File: src/rtl/dmsr_pkg.sv
package dmsr_pkg;

    localparam int SPEED_MAX   = 100;
    localparam int SERVO_MID   = 1500;
    localparam int SERVO_MIN   = 1000;
    localparam int SERVO_MAX   = 2000;
    localparam int PERIOD_MIN  = 50;
    // x/100 for x <= 25500 as (x * 5243) >> 19
    localparam int DUTY_RECIP  = 5243;
    localparam int DUTY_SHIFT  = 19;
    localparam int RES_DEPTH   = 4;

    typedef logic signed [7:0] t_spd;

    typedef enum logic [1:0] {
        MODE_TICK      = 2'd0,
        MODE_SET_LEFT  = 2'd1,
        MODE_SET_RIGHT = 2'd2,
        MODE_SET_BOTH  = 2'd3
    } t_mode;

    typedef enum logic [1:0] {
        DRV_PWM4  = 2'd0,
        DRV_HB6   = 2'd1,
        DRV_SERVO = 2'd2,
        DRV_NONE  = 2'd3
    } t_drv;

    typedef enum logic [2:0] {
        CFG_DRIVER_TYPE  = 3'd0,
        CFG_STEP_UP      = 3'd1,
        CFG_STEP_DOWN    = 3'd2,
        CFG_RAMP_PERIOD  = 3'd3,
        CFG_INVERT_LEFT  = 3'd4,
        CFG_INVERT_RIGHT = 3'd5,
        CFG_SPARE6       = 3'd6,
        CFG_SPARE7       = 3'd7
    } t_cfg_idx;

    typedef struct packed {
        t_drv        driver_type;
        logic [6:0]  step_up;
        logic [6:0]  step_down;
        logic [15:0] ramp_period;
        logic        invert_left;
        logic        invert_right;
    } t_cfg;

    typedef struct packed {
        logic        motor_index;
        logic        last_of_run;
        logic [7:0]  forward_duty;
        logic [7:0]  reverse_duty;
        logic [7:0]  enable_duty;
        logic        forward_pin;
        logic        reverse_pin;
        logic [10:0] servo_pulse_us;
    } t_result;

    // Per motor: emit flag and applied speed, index 0 left, 1 right
    typedef struct packed {
        logic [1:0]   vld;
        t_spd [1:0]   speed;
    } t_emit;

    typedef struct packed {
        logic [1:0]    vld;
        t_result [1:0] item;
    } t_push;

    function automatic t_spd sat_target(t_spd t);
        if (t > 8'sd100) begin
            return 8'sd100;
        end
        if (t < -8'sd100) begin
            return -8'sd100;
        end
        return t;
    endfunction

    function automatic logic [6:0] clamp_step(logic [6:0] s);
        return (s > 7'(SPEED_MAX)) ? 7'(SPEED_MAX) : s;
    endfunction

    // One slew step toward goal; accel adds magnitude, else removes it
    function automatic t_spd slew(t_spd cur, t_spd goal, logic [6:0] st, logic accel);
        logic signed [9:0] c;
        logic signed [9:0] g;
        logic signed [9:0] sum;
        logic signed [9:0] s;
        logic signed [9:0] moved;
        logic signed [9:0] res;
        c = 10'(cur);
        g = 10'(goal);
        s = signed'({3'b000, st});
        sum = c + g;
        if (st == 7'd0) begin
            return goal;
        end
        if (sum > 10'sd0) begin
            if (accel) begin
                moved = c + s;
                res = (moved > g) ? g : moved;
            end else begin
                moved = c - s;
                res = (moved < g) ? g : moved;
            end
        end else if (sum < 10'sd0) begin
            if (accel) begin
                moved = c - s;
                res = (moved < g) ? g : moved;
            end else begin
                moved = c + s;
                res = (moved > g) ? g : moved;
            end
        end else begin
            moved = '0;
            res = '0;
        end
        return t_spd'(res[7:0]);
    endfunction

    function automatic t_spd next_speed(t_spd cur, t_spd goal, logic [6:0] up,
                                        logic [6:0] down);
        if (goal == 8'sd0) begin
            return slew(cur, '0, down, 1'b0);
        end
        if (goal > 8'sd0) begin
            if (cur < 8'sd0) begin
                return slew(cur, '0, down, 1'b0);
            end
            return (cur <= goal) ? slew(cur, goal, up, 1'b1) : slew(cur, goal, down, 1'b0);
        end
        if (cur > 8'sd0) begin
            return slew(cur, '0, down, 1'b0);
        end
        return (cur >= goal) ? slew(cur, goal, up, 1'b1) : slew(cur, goal, down, 1'b0);
    endfunction

endpackage

File: src/rtl/dmsr_if.sv
interface dmsr_in_if;
    logic                  valid;
    logic                  ready;
    logic [1:0]            mode;
    logic signed [7:0]     target_speed;

    modport source (output valid, output mode, output target_speed, input ready);
    modport sink   (input valid, input mode, input target_speed, output ready);
endinterface

interface dmsr_out_if;
    logic        valid;
    logic        ready;
    logic        motor_index;
    logic        last_of_run;
    logic [7:0]  forward_duty;
    logic [7:0]  reverse_duty;
    logic [7:0]  enable_duty;
    logic        forward_pin;
    logic        reverse_pin;
    logic [10:0] servo_pulse_us;

    modport source (
        output valid, output motor_index, output last_of_run, output forward_duty,
        output reverse_duty, output enable_duty, output forward_pin, output reverse_pin,
        output servo_pulse_us, input ready
    );
    modport sink (
        input valid, input motor_index, input last_of_run, input forward_duty,
        input reverse_duty, input enable_duty, input forward_pin, input reverse_pin,
        input servo_pulse_us, output ready
    );
endinterface

File: src/rtl/dmsr_ramp.sv
module dmsr_ramp (
    input  logic            i_clk,
    input  logic            i_rst_n,
    input  logic            i_vld,
    input  dmsr_pkg::t_mode i_mode,
    input  dmsr_pkg::t_spd  i_target,
    input  dmsr_pkg::t_cfg  i_cfg,
    output dmsr_pkg::t_emit o_emit
);

    logic [15:0]    r_tick_count;
    logic [15:0]    n_tick_count;
    dmsr_pkg::t_spd r_cur     [2];
    dmsr_pkg::t_spd n_cur     [2];
    dmsr_pkg::t_spd r_goal    [2];
    dmsr_pkg::t_spd n_goal    [2];
    dmsr_pkg::t_spd r_applied [2];
    dmsr_pkg::t_spd n_applied [2];

    dmsr_pkg::t_spd tgt;
    logic [15:0]    period;
    logic [15:0]    tick_inc;
    logic           is_tick;
    logic           do_step;
    logic [6:0]     up_step;
    logic [6:0]     down_step;
    logic [1:0]     inv;
    dmsr_pkg::t_spd stepped [2];
    dmsr_pkg::t_spd applied [2];

    assign tgt       = dmsr_pkg::sat_target(i_target);
    assign period    = (i_cfg.ramp_period < 16'(dmsr_pkg::PERIOD_MIN)) ?
                       16'(dmsr_pkg::PERIOD_MIN) : i_cfg.ramp_period;
    assign tick_inc  = r_tick_count + 16'd1;
    assign is_tick   = i_vld && (i_mode == dmsr_pkg::MODE_TICK);
    assign do_step   = is_tick && (tick_inc >= period);
    assign up_step   = dmsr_pkg::clamp_step(i_cfg.step_up);
    assign down_step = dmsr_pkg::clamp_step(i_cfg.step_down);
    assign inv       = {i_cfg.invert_right, i_cfg.invert_left};

    always_comb begin
        n_tick_count = r_tick_count;
        if (is_tick) begin
            n_tick_count = do_step ? 16'd0 : tick_inc;
        end
        for (int m = 0; m < 2; m++) begin
            n_cur[m]     = r_cur[m];
            n_goal[m]    = r_goal[m];
            n_applied[m] = r_applied[m];
            stepped[m]   = dmsr_pkg::next_speed(r_cur[m], r_goal[m], up_step, down_step);
            applied[m]   = inv[m] ? dmsr_pkg::t_spd'(-stepped[m]) : stepped[m];
            o_emit.vld[m]   = 1'b0;
            o_emit.speed[m] = applied[m];
            if (do_step && (r_cur[m] != r_goal[m])) begin
                n_cur[m] = stepped[m];
                if (applied[m] != r_applied[m]) begin
                    n_applied[m]  = applied[m];
                    o_emit.vld[m] = 1'b1;
                end
            end
        end
        // goal writes
        if (i_vld) begin
            case (i_mode)
                dmsr_pkg::MODE_SET_LEFT: begin
                    n_goal[0] = tgt;
                end
                dmsr_pkg::MODE_SET_RIGHT: begin
                    n_goal[1] = tgt;
                end
                dmsr_pkg::MODE_SET_BOTH: begin
                    n_goal[0] = tgt;
                    n_goal[1] = tgt;
                end
                default: begin
                end
            endcase
        end
    end

    always_ff @(posedge i_clk) begin
        if (!i_rst_n) begin
            r_tick_count <= '0;
            for (int m = 0; m < 2; m++) begin
                r_cur[m]     <= '0;
                r_goal[m]    <= '0;
                r_applied[m] <= '0;
            end
        end else begin
            r_tick_count <= n_tick_count;
            for (int m = 0; m < 2; m++) begin
                r_cur[m]     <= n_cur[m];
                r_goal[m]    <= n_goal[m];
                r_applied[m] <= n_applied[m];
            end
        end
    end

endmodule

File: src/rtl/dmsr_encode.sv
module dmsr_encode (
    input  dmsr_pkg::t_drv    i_drv,
    input  dmsr_pkg::t_spd    i_speed,
    input  logic              i_motor_index,
    input  logic              i_last,
    output dmsr_pkg::t_result o_result
);

    logic [7:0]         neg;
    logic [6:0]         mag;
    logic [14:0]        scaled;
    logic [27:0]        prod;
    logic [7:0]         duty;
    logic signed [11:0] s12;
    logic signed [11:0] servo;

    assign neg    = 8'(-i_speed);
    assign mag    = (i_speed < 8'sd0) ? neg[6:0] : i_speed[6:0];
    // magnitude * 255 as a shift and subtract
    assign scaled = {mag, 8'b0} - 15'(mag);
    assign prod   = 28'(scaled) * 28'(dmsr_pkg::DUTY_RECIP);
    assign duty   = prod[dmsr_pkg::DUTY_SHIFT +: 8];
    assign s12    = 12'(i_speed);
    assign servo  = (s12 <<< 2) + s12 + 12'(dmsr_pkg::SERVO_MID);

    always_comb begin
        o_result             = '0;
        o_result.motor_index = i_motor_index;
        o_result.last_of_run = i_last;
        unique case (i_drv)
            dmsr_pkg::DRV_PWM4: begin
                o_result.forward_duty = (i_speed > 8'sd0) ? duty : 8'd0;
                o_result.reverse_duty = (i_speed < 8'sd0) ? duty : 8'd0;
            end
            dmsr_pkg::DRV_HB6: begin
                o_result.enable_duty = duty;
                o_result.forward_pin = i_speed > 8'sd0;
                o_result.reverse_pin = i_speed < 8'sd0;
            end
            dmsr_pkg::DRV_SERVO: begin
                o_result.servo_pulse_us = servo[10:0];
            end
            dmsr_pkg::DRV_NONE: begin
            end
        endcase
    end

endmodule

File: src/rtl/dmsr_fifo.sv
module dmsr_fifo (
    input  logic              i_clk,
    input  logic              i_rst_n,
    input  dmsr_pkg::t_push   i_push,
    input  logic              i_pop,
    output logic              o_valid,
    output dmsr_pkg::t_result o_item,
    output logic [2:0]        o_count
);

    localparam int AW = $clog2(dmsr_pkg::RES_DEPTH);

    dmsr_pkg::t_result r_mem [dmsr_pkg::RES_DEPTH];
    logic [AW-1:0]     r_wp;
    logic [AW-1:0]     r_rp;
    logic [2:0]        r_count;
    logic [AW-1:0]     wp1;
    logic [1:0]        n_push;
    logic              pop;

    assign pop     = i_pop && (r_count != 3'd0);
    assign o_valid = r_count != 3'd0;
    assign o_item  = r_mem[r_rp];
    assign o_count = r_count;
    assign n_push  = 2'(i_push.vld[0]) + 2'(i_push.vld[1]);
    assign wp1     = r_wp + AW'(i_push.vld[0]);

    always_ff @(posedge i_clk) begin
        if (i_push.vld[0]) begin
            r_mem[r_wp] <= i_push.item[0];
        end
        if (i_push.vld[1]) begin
            r_mem[wp1] <= i_push.item[1];
        end
    end

    always_ff @(posedge i_clk) begin
        if (!i_rst_n) begin
            r_wp    <= '0;
            r_rp    <= '0;
            r_count <= '0;
        end else begin
            r_wp    <= r_wp + AW'(n_push);
            r_rp    <= r_rp + AW'(pop);
            r_count <= r_count + 3'(n_push) - 3'(pop);
        end
    end

endmodule

File: src/rtl/dual_motor_speed_ramp_driver_unit.sv
// Dual motor speed ramp driver. Items on i_in either set a signed speed goal (left,
// right or both, saturated to +/-100 percent) or carry a millisecond tick. Every
// ramp period of ticks each motor moves one step toward its goal and, when its
// applied speed (negated if that motor's invert bit is set) changes, one result item
// leaves on o_out with the drive values of the selected driver type: left motor
// first, last_of_run set on the final item of the tick. An item is registered on
// acceptance and processed in the next cycle, so goal writes and quiet ticks flow at
// one item per cycle while i_in stays ready; a tick that moves both motors yields two
// result items, while o_out delivers one item per cycle at most, so a run of such
// ticks is held back by the output. Results wait in a four-entry queue. i_in stays
// ready while the queue can still take two results for the item already registered
// and two for the next one: with a tick in the input register that means an empty
// queue, otherwise at most two results waiting. Configuration is written through
// i_cfg_we / i_cfg_idx / i_cfg_data and must only change while idle.
module dual_motor_speed_ramp_driver_unit (
    input  logic        i_clk,
    input  logic        i_rst_n,
    dmsr_in_if.sink     i_in,
    dmsr_out_if.source  o_out,
    input  logic        i_cfg_we,
    input  logic [2:0]  i_cfg_idx,
    input  logic [15:0] i_cfg_data
);

    dmsr_pkg::t_cfg    r_cfg;
    logic              r_in_vld;
    dmsr_pkg::t_mode   r_in_mode;
    dmsr_pkg::t_spd    r_in_target;

    logic              in_acc;
    logic [2:0]        q_count;
    logic [2:0]        reserve;
    dmsr_pkg::t_emit   emit;
    dmsr_pkg::t_result res_left;
    dmsr_pkg::t_result res_right;
    dmsr_pkg::t_push   push;
    dmsr_pkg::t_result q_item;
    logic              q_valid;

    // Reserve two queue slots for a tick still in the input register
    assign reserve    = (r_in_vld && (r_in_mode == dmsr_pkg::MODE_TICK)) ? 3'd2 : 3'd0;
    assign i_in.ready = (q_count + reserve) <= 3'd2;
    assign in_acc     = i_in.valid && i_in.ready;

    // Configuration writes
    always_ff @(posedge i_clk) begin
        if (!i_rst_n) begin
            r_cfg.driver_type  <= dmsr_pkg::DRV_PWM4;
            r_cfg.step_up      <= '0;
            r_cfg.step_down    <= '0;
            r_cfg.ramp_period  <= 16'(dmsr_pkg::PERIOD_MIN);
            r_cfg.invert_left  <= 1'b0;
            r_cfg.invert_right <= 1'b0;
        end else if (i_cfg_we) begin
            unique case (dmsr_pkg::t_cfg_idx'(i_cfg_idx))
                dmsr_pkg::CFG_DRIVER_TYPE:  r_cfg.driver_type  <= dmsr_pkg::t_drv'(i_cfg_data[1:0]);
                dmsr_pkg::CFG_STEP_UP:      r_cfg.step_up      <= i_cfg_data[6:0];
                dmsr_pkg::CFG_STEP_DOWN:    r_cfg.step_down    <= i_cfg_data[6:0];
                dmsr_pkg::CFG_RAMP_PERIOD:  r_cfg.ramp_period  <= i_cfg_data;
                dmsr_pkg::CFG_INVERT_LEFT:  r_cfg.invert_left  <= i_cfg_data[0];
                dmsr_pkg::CFG_INVERT_RIGHT: r_cfg.invert_right <= i_cfg_data[0];
                default: begin
                    // drop writes beyond the register list
                end
            endcase
        end
    end

    // Input register
    always_ff @(posedge i_clk) begin
        if (!i_rst_n) begin
            r_in_vld <= 1'b0;
        end else begin
            r_in_vld <= in_acc;
        end
    end

    always_ff @(posedge i_clk) begin
        if (in_acc) begin
            r_in_mode   <= dmsr_pkg::t_mode'(i_in.mode);
            r_in_target <= i_in.target_speed;
        end
    end

    // Ramp state and step decision
    dmsr_ramp u_ramp (
        .i_clk    (i_clk),
        .i_rst_n  (i_rst_n),
        .i_vld    (r_in_vld),
        .i_mode   (r_in_mode),
        .i_target (r_in_target),
        .i_cfg    (r_cfg),
        .o_emit   (emit)
    );

    // Drive values, one encoder per motor
    dmsr_encode u_enc_left (
        .i_drv         (r_cfg.driver_type),
        .i_speed       (emit.speed[0]),
        .i_motor_index (1'b0),
        .i_last        (!emit.vld[1]),
        .o_result      (res_left)
    );

    dmsr_encode u_enc_right (
        .i_drv         (r_cfg.driver_type),
        .i_speed       (emit.speed[1]),
        .i_motor_index (1'b1),
        .i_last        (1'b1),
        .o_result      (res_right)
    );

    assign push.vld     = emit.vld;
    assign push.item[0] = res_left;
    assign push.item[1] = res_right;

    // Result queue; left is written ahead of right
    dmsr_fifo u_fifo (
        .i_clk   (i_clk),
        .i_rst_n (i_rst_n),
        .i_push  (push),
        .i_pop   (o_out.ready),
        .o_valid (q_valid),
        .o_item  (q_item),
        .o_count (q_count)
    );

    assign o_out.valid          = q_valid;
    assign o_out.motor_index    = q_item.motor_index;
    assign o_out.last_of_run    = q_item.last_of_run;
    assign o_out.forward_duty   = q_item.forward_duty;
    assign o_out.reverse_duty   = q_item.reverse_duty;
    assign o_out.enable_duty    = q_item.enable_duty;
    assign o_out.forward_pin    = q_item.forward_pin;
    assign o_out.reverse_pin    = q_item.reverse_pin;
    assign o_out.servo_pulse_us = q_item.servo_pulse_us;

endmodule

File: src/flat_wrapper.sv
// flat-port wrapper written by rule: the top's interface ports become plain ports
module dual_motor_speed_ramp_driver_unit_flat 
  (i_clk, i_rst_n, i_cfg_we, i_cfg_idx, i_cfg_data, i_in_valid, i_in_mode, i_in_target_speed, i_in_ready, o_out_valid, o_out_motor_index, o_out_last_of_run, o_out_forward_duty, o_out_reverse_duty, o_out_enable_duty, o_out_forward_pin, o_out_reverse_pin, o_out_servo_pulse_us, o_out_ready);
  dmsr_in_if i_in_i ();
  dmsr_out_if o_out_i ();
  input  logic i_clk;
  input  logic i_rst_n;
  input  logic i_cfg_we;
  input  logic [2:0] i_cfg_idx;
  input  logic [15:0] i_cfg_data;
  input wire logic [$bits(i_in_i.valid)-1:0] i_in_valid;
  input wire logic [$bits(i_in_i.mode)-1:0] i_in_mode;
  input wire logic [$bits(i_in_i.target_speed)-1:0] i_in_target_speed;
  output wire logic [$bits(i_in_i.ready)-1:0] i_in_ready;
  output wire logic [$bits(o_out_i.valid)-1:0] o_out_valid;
  output wire logic [$bits(o_out_i.motor_index)-1:0] o_out_motor_index;
  output wire logic [$bits(o_out_i.last_of_run)-1:0] o_out_last_of_run;
  output wire logic [$bits(o_out_i.forward_duty)-1:0] o_out_forward_duty;
  output wire logic [$bits(o_out_i.reverse_duty)-1:0] o_out_reverse_duty;
  output wire logic [$bits(o_out_i.enable_duty)-1:0] o_out_enable_duty;
  output wire logic [$bits(o_out_i.forward_pin)-1:0] o_out_forward_pin;
  output wire logic [$bits(o_out_i.reverse_pin)-1:0] o_out_reverse_pin;
  output wire logic [$bits(o_out_i.servo_pulse_us)-1:0] o_out_servo_pulse_us;
  input wire logic [$bits(o_out_i.ready)-1:0] o_out_ready;
  assign i_in_i.valid = i_in_valid;
  assign i_in_i.mode = i_in_mode;
  assign i_in_i.target_speed = i_in_target_speed;
  assign i_in_ready = i_in_i.ready;
  assign o_out_valid = o_out_i.valid;
  assign o_out_motor_index = o_out_i.motor_index;
  assign o_out_last_of_run = o_out_i.last_of_run;
  assign o_out_forward_duty = o_out_i.forward_duty;
  assign o_out_reverse_duty = o_out_i.reverse_duty;
  assign o_out_enable_duty = o_out_i.enable_duty;
  assign o_out_forward_pin = o_out_i.forward_pin;
  assign o_out_reverse_pin = o_out_i.reverse_pin;
  assign o_out_servo_pulse_us = o_out_i.servo_pulse_us;
  assign o_out_i.ready = o_out_ready;
  dual_motor_speed_ramp_driver_unit u_core (.i_clk(i_clk), .i_rst_n(i_rst_n), .i_in(i_in_i), .o_out(o_out_i), .i_cfg_we(i_cfg_we), .i_cfg_idx(i_cfg_idx), .i_cfg_data(i_cfg_data));
endmodule
File: config.mk
export PLATFORM = sky130hd
export DESIGN_NAME = dual_motor_speed_ramp_driver_unit_flat
export DESIGN_NICKNAME = d
export VERILOG_FILES = /design/src/rtl/dmsr_pkg.sv /design/src/rtl/dmsr_if.sv /design/src/rtl/dmsr_ramp.sv /design/src/rtl/dmsr_encode.sv /design/src/rtl/dmsr_fifo.sv /design/src/rtl/dual_motor_speed_ramp_driver_unit.sv /design/src/flat_wrapper.sv
export SDC_FILE = /design/constraint.sdc
export NUM_CORES = 1
export LEC_CHECK = 0
export CORE_UTILIZATION = 55
export CTS_CLUSTER_SIZE = 8
export DETAILED_ROUTE_END_ITERATION = 8
export DONT_BUFFER_PORTS = 1
export PLACE_DENSITY = 0.67
export SYNTH_ARGS = -nofsm -noshare
export SYNTH_HDL_FRONTEND = slang
export SYNTH_HIERARCHICAL = 1
export SYNTH_SLANG_ARGS = --single-unit
File: constraint.sdc
create_clock -name i_clk -period 22.2 [get_ports i_clk]
set_input_delay 3.33 -clock i_clk [delete_from_list [all_inputs] [get_ports i_clk]]
set_output_delay 3.33 -clock i_clk [all_outputs]
set_load 0.005 [all_outputs]
==> results.json <==
{
  "ys_top_cells_by_count": "ha_1 (418), inv_1 (413), nand2_1 (258)",
  "rrSetupSlack_ns": 7.63,
  "fmax_ghz": 0.0686,
  "place.gp.congestion": 1.00,
  "clk_pin_slew_worst_paths_ns": 0.05,
  "synth_seq_area_share": 0.220,
  "met1Wirelength_mm": 41.8,
  "yosysMostFrequentCell": "ha_1",
  "clk_latency_ns": 0.58,
  "worst_hold_startpoint": "u_core/u_ramp/r_applied[0][14]$_SDFFE_PN0P_",
  "start_kind": "flip-flop",
  "dp_hpwl_mm": 73.9,
  "syn-cell-area_mm2": 0.0323,
  "clk_path_buf_depth": 3,
  "fin_crit_sh": 0.657,
  "whs_endpoint": "u_core/u_ramp/r_applied[0][14]$_SDFFE_PN0P_",
  "cts_num_sinks": 272,
  "die_h_um": 244,
  "num-fill-cells": 5012,
  "start_util": 0.558,
  "regArea_mm2": 0.00711,
  "drt-wirelength-per-cell_um": 22.7,
  "cts_resized": 0,
  "synthToLayoutAreaGrowth_pct": 5.74,
  "maxCapViolCount": 0,
  "htree_levels": 2,
  "ys_ff_latch": 272,
  "synth_area_leaders": "ha_1 (16%), edfxtp_1 (15%), fa_1 (8.9%)",
  "rsz0062_at_grt": "no",
  "final_net_count": 4012,
  "core_area_mm2": 0.0579,
  "io_buffers": 0,
  "dr_wl_met3_mm": 6.17,
  "final_util": 0.590,
  "dr.max_layer_used": "met4",
  "io_pins": 75,
  "slowest_stage": "a2111oi_1",
  "cts_made_buffers": 41,
  "reg2reg_to": "u_core/u_fifo/r_mem[3][28]$_DFFE_PP_",
  "worst_slew_pin_slew_ns": 1.34,
  "max_stage_delay_ns": 0.69,
  "synthCells": 3473,
  "antenna_found_initial": 0,
  "avgViaCountPerCell": 6.31,
  "multi_input_area_mm2": 0.0230,
  "post_cts_buffers": 0,
  "grt_pass1_vias": 26713,
  "dieArea_mm2": 0.0597,
  "synth_top_area_frac": 0.162,
  "grt_pass1_wl_mm": 149,
  "dr_wl_met2_mm": 44.6,
  "synthFlopType": "edfxtp_1",
  "crit_path_end_kind": "flip-flop",
  "finalMaxSlewViolations": 0,
  "rr_startpoint": "u_core/r_cfg[24]$_SDFFE_PN0P_",
  "yosysWarnings": 6,
  "synth-edff-count": 166,
  "wl_mm": 95.6,
  "rr_worst_depth": 48,
  "drc_errors": 0,
  "clock-skew-final_ns": 0.0333,
  "fin_setup_tns_ns": 0,
  "yosysUniqueCellTypes": 124,
  "placementRows": 88,
  "final_hold_viol_count": 0,
  "cts_tree": "yes",
  "crit_path_frequent_cell": "inv_1",
  "arrival_ns": 14.88,
  "grt_max_degree": 80,
  "relSlewSlack": 0.110,
  "dieWidth_um": 244,
  "drive_above_1_share": 0.107,
  "crit_type": "reg -> reg",
  "whs_path_depth": 2,
  "antenna_cells": 0,
  "first_pass_iters": 6,
  "vias": 26579,
  "path_max_fanout": 7,
  "min_period_ns": 14.57,
  "synth_top_area_cell": "ha_1",
  "async_reset_ff_frac": 0,
  "outcome": "finished clean",
  "drt-initial-drc-count": 1964,
  "avgSynthCellArea_um2": 9.30,
  "min_path_type": "reg -> reg",
  "hold_buffers": 0,
  "gr-usage-all-layers": 0.317,
  "ant_nets": 0,
  "grt.overflow.total": 0,
  "finalSetupViolCount": 0,
  "crit_required_ns": 22.50,
  "cts_root_buf": "clkbuf_16"
}
[layout make-up]
type,instances,share of cell area
Multi-Input combinational cell,2647,0.674
Inverter,421,0.0463
Sequential cell,272,0.208
Clock inverter,5,0.00150
Timing Repair Buffer,34,0.00747
Tap cell,765,0.0280
Clock buffer,66,0.0343
[state kept, by name, summed over array words and instances, names as in the netlist]
register and count:
u_core/u_ramp/r_cur 16, u_core/r_in_target 8, u_core/r_in_vld 1, u_core/u_fifo/r_mem 156, u_core/r_cfg 34, u_core/u_fifo/o_count 3, u_core/u_fifo/r_rp 2, u_core/u_ramp/r_goal 16
u_core/u_fifo/r_wp 2, u_core/r_in_mode 2, u_core/u_ramp/r_tick_count 16, u_core/u_ramp/r_applied 16
[per-stage QoR]
| stage | instances | hold WS [ns] | setup WS [ns] | instance area [µm²] |
|---|---|---|---|---|
| 4_1_cts | 4210 | 0.461 | 7.83 | 34200 |
| 3_3_place_gp | 4139 | 0.445 | 8.40 | 32900 |
| 5_1_grt | 4210 | 0.484 | 6.81 | 34200 |
| 2_1_floorplan | 3474 | 0.430 | 9.93 | 32300 |
| 3_5_place_dp | 4139 | 0.455 | 7.89 | 32900 |
| 6_report | 4210 | 0.457 | 7.63 | 34200 |
[kinds of logic (layout without fill, tap and decap cells)]
family	Yosys count	after routing	synth area share
adder cells (fa/ha/maj)	561	561	0.250
XOR/XNOR	153	153	0.0457
flip-flops	272	272	0.220
AND/OR/NAND/NOR	972	972	0.154
buffers and inverters	555	526	0.0694
multiplexers	269	269	0.109
other	2	3	0.000232
AO/OA/AOI/OAI	689	689	0.151
[metal layers]
layer | up-vias | track usage
li1 | 12390 | -
met1 | 13022 | 0.427
met2 | 1016 | 0.529
met3 | 151 | 0.0371
met4 | 0 | 0.104
met5 | - | 0
[layout by cell type (no fill, tap or decap), drive strengths merged, types with 30 or more instances in the layout]
| master | Yosys | layout |
|---|---|---|
| a211oi | 55 | 55 |
| a21o | 47 | 47 |
| a21oi | 160 | 160 |
| and2 | 46 | 46 |
| and3 | 34 | 34 |
| buf | 58 | 34 |
| clkbuf | 76 | 66 |
| dfxtp | 106 | 106 |
| edfxtp | 166 | 166 |
| fa | 143 | 143 |
| ha | 418 | 418 |
| inv | 418 | 419 |
| mux2 | 162 | 162 |
| mux2i | 68 | 68 |
| mux4 | 39 | 39 |
| nand2 | 258 | 258 |
| nand2b | 36 | 36 |
| nand3 | 78 | 78 |
| nor2 | 217 | 217 |
| nor2b | 54 | 54 |
| nor3 | 79 | 79 |
| o211ai | 30 | 30 |
| o21ai | 114 | 114 |
| xnor2 | 100 | 100 |
| xor2 | 50 | 50 |
[worst max path at each step]
| stage | cells after the start | startpoint | slack, ns | endpoint |
|---|---|---|---|---|
| after floorplan | 48 | u_core/r_cfg[19]$_SDFFE_PN0P_ | 9.93 | u_core/u_fifo/r_mem[3][36]$_DFFE_PP_ |
| after global placement | 48 | u_core/r_cfg[24]$_SDFFE_PN0P_ | 8.40 | u_core/u_fifo/r_mem[3][36]$_DFFE_PP_ |
| after detailed placement | 48 | u_core/r_cfg[24]$_SDFFE_PN0P_ | 7.89 | u_core/u_fifo/r_mem[3][28]$_DFFE_PP_ |
| after CTS | 48 | u_core/r_cfg[24]$_SDFFE_PN0P_ | 7.83 | u_core/u_fifo/r_mem[3][28]$_DFFE_PP_ |
| after global routing | 44 | u_core/r_cfg[24]$_SDFFE_PN0P_ | 6.81 | u_core/u_fifo/r_mem[1][35]$_DFFE_PP_ |
| final | 48 | u_core/r_cfg[24]$_SDFFE_PN0P_ | 7.63 | u_core/u_fifo/r_mem[3][28]$_DFFE_PP_ |
[worst max-delay path, delay by kind of cell, from the launching register on]
family                   cells  cell delay, ns
adder cells (fa/ha/maj)     10            4.02
XOR/XNOR                     2            0.92
buffers and inverters        6            0.77
multiplexers                 1            0.29
flip-flops                   1            0.48
AND/OR/NAND/NOR             13            3.25
AO/OA/AOI/OAI               16            4.58
Power is not shown: default switching activity piles up to over one toggle a cycle in this logic, so the estimate is an artifact.
